## src/hw/rtl/lgg_pkg.sv

```systemverilog
// Shared constants, types and the life rule for the life grid block.
package lgg_pkg;

    localparam int MAX_ROWS_DEF    = 64;
    localparam int MAX_COLUMNS_DEF = 64;

    localparam int              CFG_W           = 7;
    localparam logic [CFG_W-1:0] GRID_SIZE_RESET = 7'd64;

    // operation codes
    localparam logic [1:0] OP_WRITE   = 2'd0;
    localparam logic [1:0] OP_READ    = 2'd1;
    localparam logic [1:0] OP_ADVANCE = 2'd2;

    // configuration register indexes
    localparam logic REG_GRID_ROWS    = 1'b0;
    localparam logic REG_GRID_COLUMNS = 1'b1;

    // B3/S23 neighbor counts
    localparam logic [3:0] KEEP_COUNT  = 4'd2;
    localparam logic [3:0] BIRTH_COUNT = 4'd3;

    typedef enum logic [2:0] {
        ST_IDLE,
        ST_CELL,
        ST_ADV_FETCH,
        ST_ADV_LOAD,
        ST_ADV_SHIFT,
        ST_ADV_STORE,
        ST_DONE
    } t_state;

    typedef struct packed {
        logic clear;  // zero the row window at the start of a generation
        logic load;   // move rows up one place, take the fetched row below
        logic step;   // one column of the serial pass
    } t_row_ctl;

    function automatic logic f_next_life(input logic alive, input logic [3:0] count);
        return (count == BIRTH_COUNT) || (alive && (count == KEEP_COUNT));
    endfunction

endpackage

```

## src/hw/rtl/lgg_ram.sv

```systemverilog
// Generic single-write, single-read RAM with registered read data.
module lgg_ram #(
    parameter int WIDTH = 64,
    parameter int DEPTH = 64
) (
    input  logic                     i_clk,
    input  logic                     i_we,
    input  logic [$clog2(DEPTH)-1:0] i_waddr,
    input  logic [WIDTH-1:0]         i_wdata,
    input  logic                     i_re,
    input  logic [$clog2(DEPTH)-1:0] i_raddr,
    output logic [WIDTH-1:0]         o_rdata
);

    logic [WIDTH-1:0] r_mem [DEPTH];
    logic [WIDTH-1:0] r_rdata;

    always_ff @(posedge i_clk) begin
        if (i_we) begin
            r_mem[i_waddr] <= i_wdata;
        end
        if (i_re) begin
            r_rdata <= r_mem[i_raddr];
        end
    end

    assign o_rdata = r_rdata;

endmodule

```

## src/hw/rtl/lgg_row_engine.sv

```systemverilog
// Bit-serial row engine: three rotating row registers and a 3x3 window, one column a cycle.
module lgg_row_engine import lgg_pkg::*; #(
    parameter int COLUMNS = MAX_COLUMNS_DEF
) (
    input  logic                           i_clk,
    input  logic                           i_rst_n,
    input  t_row_ctl                       i_ctl,
    input  logic [COLUMNS-1:0]             i_row,
    input  logic [$clog2(COLUMNS+1)-1:0]   i_cols,
    output logic [COLUMNS-1:0]             o_fresh,
    output logic                           o_done
);

    localparam int KW = $clog2(COLUMNS+1);

    logic [COLUMNS-1:0] r_above, r_cur, r_below, r_fresh;
    logic [1:0]         r_wa, r_wc, r_wb;   // [1] column k-1, [0] column k-2
    logic [KW-1:0]      r_k;

    logic       w_run;
    logic       w_in_a, w_in_c, w_in_b;
    logic [3:0] w_count;
    logic       w_new;

    always_comb begin
        w_run   = (r_k != KW'(COLUMNS));
        w_in_a  = w_run & r_above[0];
        w_in_c  = w_run & r_cur[0];
        w_in_b  = w_run & r_below[0];
        w_count = 4'(w_in_a) + 4'(r_wa[1]) + 4'(r_wa[0])
                + 4'(w_in_c) + 4'(r_wc[0])
                + 4'(w_in_b) + 4'(r_wb[1]) + 4'(r_wb[0]);
        // cell k-1 is evaluated; columns past the size in use stay dead
        w_new   = f_next_life(r_wc[1], w_count) && (r_k <= i_cols);
    end

    always_ff @(posedge i_clk) begin
        if (!i_rst_n) begin
            r_k <= '0;
        end else if (i_ctl.clear || i_ctl.load) begin
            r_k <= '0;
        end else if (i_ctl.step && w_run) begin
            r_k <= r_k + KW'(1);
        end
    end

    always_ff @(posedge i_clk) begin
        if (i_ctl.clear) begin
            r_above <= '0;
            r_cur   <= '0;
            r_below <= '0;
        end else if (i_ctl.load) begin
            r_above <= r_cur;
            r_cur   <= r_below;
            r_below <= i_row;
            r_wa    <= '0;
            r_wc    <= '0;
            r_wb    <= '0;
        end else if (i_ctl.step) begin
            if (w_run) begin
                // full rotation: rows are back in place once every column has been shifted through
                r_above <= {r_above[0], r_above[COLUMNS-1:1]};
                r_cur   <= {r_cur[0],   r_cur[COLUMNS-1:1]};
                r_below <= {r_below[0], r_below[COLUMNS-1:1]};
                r_wa    <= {w_in_a, r_wa[1]};
                r_wc    <= {w_in_c, r_wc[1]};
                r_wb    <= {w_in_b, r_wb[1]};
            end
            if (r_k != '0) begin
                r_fresh <= {w_new, r_fresh[COLUMNS-1:1]};
            end
        end
    end

    assign o_fresh = r_fresh;
    assign o_done  = i_ctl.step && !w_run;

endmodule

```

## src/hw/rtl/life_grid_generation_step.sv

```systemverilog
// Top level of the bounded B3/S23 life grid: command channel, grid RAM and row sequencer.
//
// Usage:
//  - Input channel (i_in_valid/o_in_ready) takes one command beat: write a cell, read a
//    cell, or advance the grid by one generation. Output channel (o_out_valid/i_out_ready)
//    returns exactly one beat per command: o_cell_out (read data) and o_range_error.
//  - One command is worked at a time. Steps from accept to o_out_valid:
//      cell read/write in range ........ RAM read, modify/write, result
//      out-of-range access, code 3 ..... result
//      advance ......................... fetch, load, column walk and store for each row
//    in use, then the result. The row engine walks each row word one column per cycle.
//  - The result sits in an output register; the next command is taken while it waits.
//    A stalled receiver holds a finished command until the register frees up.
//  - Reset (synchronous, active low) sets both size registers to 64 and marks every row
//    word invalid; an invalid row reads as all dead, so the grid comes up clear at once.
//  - Size registers are written through i_cfg_we/i_cfg_index/i_cfg_data with the block idle.
//
module life_grid_generation_step import lgg_pkg::*; #(
    parameter int MAX_ROWS    = MAX_ROWS_DEF,
    parameter int MAX_COLUMNS = MAX_COLUMNS_DEF
) (
    input  logic             i_clk,
    input  logic             i_rst_n,
    // configuration
    input  logic             i_cfg_we,
    input  logic             i_cfg_index,
    input  logic [CFG_W-1:0] i_cfg_data,
    // command beats
    input  logic             i_in_valid,
    output logic             o_in_ready,
    input  logic [1:0]       i_operation,
    input  logic [5:0]       i_row_index,
    input  logic [5:0]       i_column_index,
    input  logic             i_cell_in,
    // result beats
    output logic             o_out_valid,
    input  logic             i_out_ready,
    output logic             o_cell_out,
    output logic             o_range_error
);

    localparam int ROW_AW = $clog2(MAX_ROWS);
    localparam int ROW_CW = $clog2(MAX_ROWS+1);
    localparam int COL_AW = $clog2(MAX_COLUMNS);
    localparam int COL_CW = $clog2(MAX_COLUMNS+1);

    // control state
    t_state                r_state, n_state;
    logic [CFG_W-1:0]      r_grid_rows, r_grid_columns;
    logic [MAX_ROWS-1:0]   r_row_valid;      // row words written since reset
    logic [ROW_CW-1:0]     r_fetch;          // row being fetched; row r_fetch-1 is in work
    logic                  r_out_valid;

    // latched command and results
    logic [1:0]            r_op;
    logic [5:0]            r_row;
    logic [5:0]            r_col;
    logic                  r_val;
    logic                  r_res_cell, r_res_err;
    logic                  r_cell_out, r_range_error;
    logic                  r_rd_valid;       // valid bit of the row just read
    logic [MAX_COLUMNS-1:0] r_cur_full, r_below_full;  // unmasked old words for write-back

    // size in use, clipped to the parameters
    logic [ROW_CW-1:0]     w_rows;
    logic [COL_CW-1:0]     w_cols;
    logic [MAX_COLUMNS-1:0] w_mask;

    logic                  w_in_accept, w_out_free;
    logic                  w_cell_op, w_range_err;

    // RAM ports
    logic                  w_re, w_we;
    logic [ROW_AW-1:0]     w_raddr, w_waddr;
    logic [MAX_COLUMNS-1:0] w_wdata, w_rdata;

    logic [MAX_COLUMNS-1:0] w_old_word, w_cell_word, w_fetch_full;

    t_row_ctl              w_ctl;
    logic [MAX_COLUMNS-1:0] w_fresh;
    logic                  w_row_done;

    always_comb begin
        w_rows = (32'(r_grid_rows) > 32'(MAX_ROWS)) ? ROW_CW'(MAX_ROWS)
                                                    : ROW_CW'(r_grid_rows);
        w_cols = (32'(r_grid_columns) > 32'(MAX_COLUMNS)) ? COL_CW'(MAX_COLUMNS)
                                                          : COL_CW'(r_grid_columns);
        for (int i = 0; i < MAX_COLUMNS; i++) begin
            w_mask[i] = (32'(i) < 32'(w_cols));
        end
    end

    assign o_in_ready  = (r_state == ST_IDLE);
    assign w_in_accept = i_in_valid && o_in_ready;
    assign w_out_free  = !r_out_valid || i_out_ready;
    assign w_cell_op   = (i_operation == OP_WRITE) || (i_operation == OP_READ);
    assign w_range_err = (32'(i_row_index) >= 32'(w_rows))
                      || (32'(i_column_index) >= 32'(w_cols));

    // a never-written row reads as all dead
    always_comb begin
        w_old_word = r_rd_valid ? w_rdata : '0;
        for (int i = 0; i < MAX_COLUMNS; i++) begin
            w_cell_word[i] = (COL_AW'(r_col) == COL_AW'(i)) ? r_val : w_old_word[i];
        end
        w_fetch_full = ((32'(r_fetch) < 32'(w_rows)) && r_rd_valid) ? w_rdata : '0;
    end

    // next state
    always_comb begin
        n_state = r_state;
        unique case (r_state)
            ST_IDLE: begin
                if (w_in_accept) begin
                    unique case (i_operation)
                        OP_WRITE, OP_READ: n_state = w_range_err ? ST_DONE : ST_CELL;
                        OP_ADVANCE:        n_state = (w_rows == '0) ? ST_DONE : ST_ADV_FETCH;
                        default:           n_state = ST_DONE;
                    endcase
                end
            end
            ST_CELL:      n_state = ST_DONE;
            ST_ADV_FETCH: n_state = ST_ADV_LOAD;
            ST_ADV_LOAD:  n_state = (r_fetch == '0) ? ST_ADV_FETCH : ST_ADV_SHIFT;
            ST_ADV_SHIFT: n_state = w_row_done ? ST_ADV_STORE : ST_ADV_SHIFT;
            ST_ADV_STORE: n_state = (r_fetch == w_rows) ? ST_DONE : ST_ADV_FETCH;
            ST_DONE:      n_state = w_out_free ? ST_IDLE : ST_DONE;
            default:      n_state = ST_IDLE;
        endcase
    end

    // RAM and row engine controls
    always_comb begin
        w_re    = 1'b0;
        w_raddr = '0;
        w_we    = 1'b0;
        w_waddr = '0;
        w_wdata = '0;
        w_ctl   = '0;
        unique case (r_state)
            ST_IDLE: begin
                if (w_in_accept && w_cell_op && !w_range_err) begin
                    w_re    = 1'b1;
                    w_raddr = ROW_AW'(i_row_index);
                end
                if (w_in_accept && (i_operation == OP_ADVANCE)) begin
                    w_ctl.clear = 1'b1;
                end
            end
            ST_CELL: begin
                if (r_op == OP_WRITE) begin
                    w_we    = 1'b1;
                    w_waddr = ROW_AW'(r_row);
                    w_wdata = w_cell_word;
                end
            end
            ST_ADV_FETCH: begin
                w_re    = 1'b1;
                w_raddr = ROW_AW'(r_fetch);
            end
            ST_ADV_LOAD: begin
                w_ctl.load = 1'b1;
            end
            ST_ADV_SHIFT: begin
                w_ctl.step = 1'b1;
            end
            ST_ADV_STORE: begin
                // cells past the column size keep their old contents
                w_we    = 1'b1;
                w_waddr = ROW_AW'(r_fetch - ROW_CW'(1));
                w_wdata = (r_cur_full & ~w_mask) | w_fresh;
            end
            ST_DONE: begin
            end
            default: begin
            end
        endcase
    end

    always_ff @(posedge i_clk) begin
        if (!i_rst_n) begin
            r_state        <= ST_IDLE;
            r_grid_rows    <= GRID_SIZE_RESET;
            r_grid_columns <= GRID_SIZE_RESET;
            r_row_valid    <= '0;
            r_fetch        <= '0;
            r_out_valid    <= 1'b0;
        end else begin
            r_state <= n_state;
            if (i_cfg_we) begin
                unique case (i_cfg_index)
                    REG_GRID_ROWS:    r_grid_rows    <= i_cfg_data;
                    REG_GRID_COLUMNS: r_grid_columns <= i_cfg_data;
                    default: begin
                    end
                endcase
            end
            if (w_we) begin
                r_row_valid[w_waddr] <= 1'b1;
            end
            priority if (w_in_accept) begin
                r_fetch <= '0;
            end else if ((r_state == ST_ADV_LOAD) && (r_fetch == '0)) begin
                r_fetch <= ROW_CW'(1);
            end else if ((r_state == ST_ADV_STORE) && (r_fetch != w_rows)) begin
                r_fetch <= r_fetch + ROW_CW'(1);
            end
            if ((r_state == ST_DONE) && w_out_free) begin
                r_out_valid <= 1'b1;
            end else if (i_out_ready) begin
                r_out_valid <= 1'b0;
            end
        end
    end

    always_ff @(posedge i_clk) begin
        if (w_in_accept) begin
            r_op       <= i_operation;
            r_row      <= i_row_index;
            r_col      <= i_column_index;
            r_val      <= i_cell_in;
            r_res_cell <= 1'b0;
            r_res_err  <= w_cell_op && w_range_err;
        end else if ((r_state == ST_CELL) && (r_op == OP_READ)) begin
            r_res_cell <= w_old_word[COL_AW'(r_col)];
        end
        if (w_re) begin
            r_rd_valid <= r_row_valid[w_raddr];
        end
        if (w_ctl.clear) begin
            r_below_full <= '0;
        end else if (w_ctl.load) begin
            r_cur_full   <= r_below_full;
            r_below_full <= w_fetch_full;
        end
        if ((r_state == ST_DONE) && w_out_free) begin
            r_cell_out    <= r_res_cell;
            r_range_error <= r_res_err;
        end
    end

    assign o_out_valid   = r_out_valid;
    assign o_cell_out    = r_cell_out;
    assign o_range_error = r_range_error;

    lgg_ram #(
        .WIDTH (MAX_COLUMNS),
        .DEPTH (MAX_ROWS)
    ) u_grid_ram (
        .i_clk   (i_clk),
        .i_we    (w_we),
        .i_waddr (w_waddr),
        .i_wdata (w_wdata),
        .i_re    (w_re),
        .i_raddr (w_raddr),
        .o_rdata (w_rdata)
    );

    lgg_row_engine #(
        .COLUMNS (MAX_COLUMNS)
    ) u_row_engine (
        .i_clk   (i_clk),
        .i_rst_n (i_rst_n),
        .i_ctl   (w_ctl),
        .i_row   (w_fetch_full & w_mask),
        .i_cols  (w_cols),
        .o_fresh (w_fresh),
        .o_done  (w_row_done)
    );

endmodule

```

## config.mk

```make
export PLATFORM = sky130hd
export DESIGN_NAME = life_grid_generation_step
export DESIGN_NICKNAME = d
export VERILOG_FILES = /design/src/hw/rtl/lgg_pkg.sv /design/src/hw/rtl/lgg_ram.sv /design/src/hw/rtl/lgg_row_engine.sv /design/src/hw/rtl/life_grid_generation_step.sv
export SDC_FILE = /design/constraint.sdc
export NUM_CORES = 2
export LEC_CHECK = 0
export BUFFER_PORTS_ARGS = -buffer_cell sky130_fd_sc_hd__buf_4
export CELL_PAD_IN_SITES_DETAIL_PLACEMENT = 1
export CELL_PAD_IN_SITES_GLOBAL_PLACEMENT = 2
export CORE_ASPECT_RATIO = 0.7
export CORE_MARGIN = 1.5
export CORE_UTILIZATION = 45
export DETAILED_ROUTE_END_ITERATION = 8
export PLACE_DENSITY_LB_ADDON = 0.1
export SETUP_SLACK_MARGIN = 0.3
export SYNTH_ARGS = -nofsm -noshare
export SYNTH_HDL_FRONTEND = slang
export SYNTH_HIERARCHICAL = 1
export SYNTH_SLANG_ARGS = --single-unit
```

## constraint.sdc

```tcl
create_clock -name i_clk -period 6.6 [get_ports i_clk]
set_clock_uncertainty 0.15 [all_clocks]
set_input_delay 0.33 -clock i_clk [delete_from_list [all_inputs] [get_ports i_clk]]
set_output_delay 0.33 -clock i_clk [all_outputs]
set_load 0.02 [all_outputs]
```

==> results.sh <==
export IMPL_finalNonFillerCells=15251
export IMPL_final_cell_mix="4313 x edfxtp_1, 1037 x mux4_2, 467 x nand2_1"
export IMPL_crit_arrival_ns=6.37
export IMPL_grt_pass1_vias=98301
export IMPL_dr_pass1_iters=8
export IMPL_clkSinkCount=4666
export IMPL_p_leak_nw=62.7
export IMPL_syn_avg_cell_area_um2=19.9
export IMPL_overflow=0
export IMPL_synthCells=9076
export IMPL_drt_antenna_violating_nets=0
export IMPL_clock_path_buffers=4
export IMPL_seqPwrFrac_pct=51.2
export IMPL_grt_first_pass_wirelength_um=831000
export IMPL_core_um2=399000
export IMPL_synthesis_nets=9141
export IMPL_setup_viol=0
export IMPL_finalCriticalPeriod_ns=5.82
export IMPL_fin_nets=9635
export IMPL_p_int_mw=50.2
export IMPL_synth_seq_area_share_pct=75.7
export IMPL_die_h_um=533
export IMPL_cts_repair_resized=0
export IMPL_cp_end_kind="flop"
export IMPL_area_growth_pct=14.7
export IMPL_via_count=99487
export IMPL_swShare_pct=25.5
export IMPL_power_density_nw_per_um2=326
export IMPL_maxCapViolCount=0
export IMPL_drtIter0Drc=14867
export IMPL_grt_start_max_net_pins=193
export IMPL_async_reset_ff_share_pct=0
export IMPL_hold_class="in -> reg"
export IMPL_power_total_mw=67.4
export IMPL_drc=0
export IMPL_rsz0062_at_grt="no"
export IMPL_antenna_found_initial=37
export IMPL_cts_max_level=5
export IMPL_insertion_delay_ns=1.04
export IMPL_dieWidth_um=760
export IMPL_max_freq_mhz=172
export IMPL_fin_ws_ns=0.782
export IMPL_tns_ns=0
export IMPL_layout_drive_gt1_share_pct=24.2
export IMPL_p_sw_mw=17.2
export IMPL_status="completed"
export IMPL_ys_flop_type="edfxtp_1"
export IMPL_worst_pin_slew_ns=1.40
export IMPL_cts_buffers=448
export IMPL_tritoncts="built"
export IMPL_hold_ws_ns=0.116
export IMPL_hold_violations=0
export IMPL_clkPwrFrac_pct=38.0
export IMPL_final_max_slew_viol_count=0
export IMPL_pin_count=32
export IMPL_numPortBuffers=31
export IMPL_synth_area_um2=180000
export IMPL_routabilityCongestion=0.835
export IMPL_rows=194
export IMPL_vdd_drop_max_v=0.000225
export IMPL_finalWirelength_um=607000
export IMPL_track_usage_pct=29.6
export IMPL_synthDistinctLibCells=83
export IMPL_slew_headroom_pct=6.42
export IMPL_root_buffer="clkbuf_16"
export IMPL_dieArea_um2=405000
export IMPL_path_class="reg -> reg"
export IMPL_crit_required_ns=7.15
export IMPL_post_dp_hpwl_um=349000
export IMPL_place_ws_ns=0.911
export IMPL_place_inst=14345
export IMPL_clk_pin_slew_worst_paths_ns=0.07
export IMPL_layout_commonest_cell="edfxtp_1"
export IMPL_initial_core_util_pct=45.2
export IMPL_worstPathMaxFanout=27
export IMPL_synth_edff_count=4313
export IMPL_drt_wirelength_per_cell_um=39.8
export IMPL_synth_seq_cells=4666
export IMPL_synth_warnings=6
export IMPL_viasPerCell=6.52
export IMPL_power_frac_comb_pct=10.7
export IMPL_worstSetupStartpointType="flop"
export IMPL_fin_crit_sh_pct=88.2
==> repair_timing <==
item                      CTS  global route
hold endpoints to repair  108             0
hold buffers               67             0
buffers inserted            0             0
==> per-stage QoR <==
step	utilization, %	instance area, µm²
after global placement	48.0	192000
final	51.8	207000
after global routing	51.8	207000
after CTS	51.8	207000
after detailed placement	48.1	192000
after floorplan	-	180000
==> area by class of cell <==
| cell class | count | area (µm²) |
|---|---|---|
| fill | 35161 | 192000 |
| sequential | 4666 | 137000 |
| multi-input combinational | 3765 | 42400 |
| clock buffer | 558 | 11800 |
| tap | 5292 | 6620 |
| timing repair buffer | 596 | 6590 |
| clock inverter | 274 | 2500 |
| inverter | 93 | 357 |
| antenna | 7 | 17.5 |
==> worst max-delay path, stage by stage (launching register included) <==
cell	delay, ns
dfxtp_1	0.39
buf_4	0.26
nor2b_1	0.08
buf_4	0.16
ha_1	0.26
nand2b_1	0.15
a211oi_1	0.39
o221ai_1	0.18
buf_4	0.22
or3_1	0.38
a21o_1	0.23
inv_2	0.53
nor2b_1	0.35
nand2_2	0.16
buf_4	0.55
or2_2	0.23
a41oi_1	0.23
a211oi_1	0.51
==> cells by family after synthesis <==
group | share of synthesized area, %
AOI/OAI and AO/OA | 4.89
xor gates and xnor gates | 0.0583
adders and majority gates | 0.273
buffers and inverters | 1.64
DFF | 75.7
muxes | 14.5
and+or+nand+nor | 2.87
==> per-layer routing <==
layer / vias up / GRT usage [%] / wire, µm
met2: 5454 / 42.5 / 261000
met1: 54715 / 46.1 / 262000
met4: 10 / 6.41 / 14000
met3: 741 / 7.32 / 69700
met5: - / 0 / 110
li1: 38567 / - / -
==> cell usage after synthesis (13+ instances only) <==
master     instances  share of area (%)
edfxtp_1        4313                 72
mux4_2          1037                 13
nand2_1          471               0.98
dfxtp_1          353                3.9
mux2i_1          285                1.6
clkbuf_1         272               0.57
a22oi_1          239               0.99
nor2_1           239               0.50
buf_2            189               0.52
o21ai_0          187               0.52
a22o_1           153               0.74
o22ai_1          152               0.53
a21oi_1          148               0.41
a31oi_1           99               0.34
inv_1             90               0.19
and3_1            79               0.27
nand3_1           73               0.20
o21a_1            72               0.30
a211oi_1          70               0.29
nor3_1            50               0.14
nor2b_1           47               0.16
o221ai_1          40               0.19
or3_1             35               0.12
buf_1             33              0.069
ha_1              33               0.23
or2_2             32               0.11
buf_4             28               0.12
a41oi_1           26               0.13
nand2b_1          24              0.083
a2bb2oi_1         22               0.11
nor3b_1           13              0.054
==> worst paths after layout <==
kind / depth (start not counted) / slack [ns] / to / from
min: 3 / 0.12 / r_res_err$_DFFE_PP_ / i_operation[1]
min reg2reg: 0 / 0.27 / r_cur_full[17]$_DFFE_PP_ / r_below_full[17]$_SDFFE_PP0P_
max: 17 / 0.78 / u_grid_ram/o_rdata[45]$_DFFE_PP_ / r_grid_columns[6]$_SDFFE_PN1P_
max reg2reg: 17 / 0.78 / u_grid_ram/o_rdata[45]$_DFFE_PP_ / r_grid_columns[6]$_SDFFE_PN1P_
==> flip-flops by register name, indices dropped and copies added (netlist names), 64 cells and up <==
register and count:
u_row_engine/r_below 64, r_cur_full 64, r_row_valid 64, u_grid_ram/r_mem 4096, r_below_full 64, u_row_engine/r_above 64, u_grid_ram/o_rdata 64, u_row_engine/r_cur 64
u_row_engine/o_fresh 64
==> power groups by stage <==
stage,clock [mW],sequential [mW],combinational [mW]
finish,25.6,34.5,7.24
global route,27.0,34.6,7.73
CTS,26.0,34.5,7.24
detailed placement,0,35.1,7.18
floorplan,0,34.4,4.56
global placement,0,35.1,7.02
No activity file was read; power rests on OpenSTA's default activity.
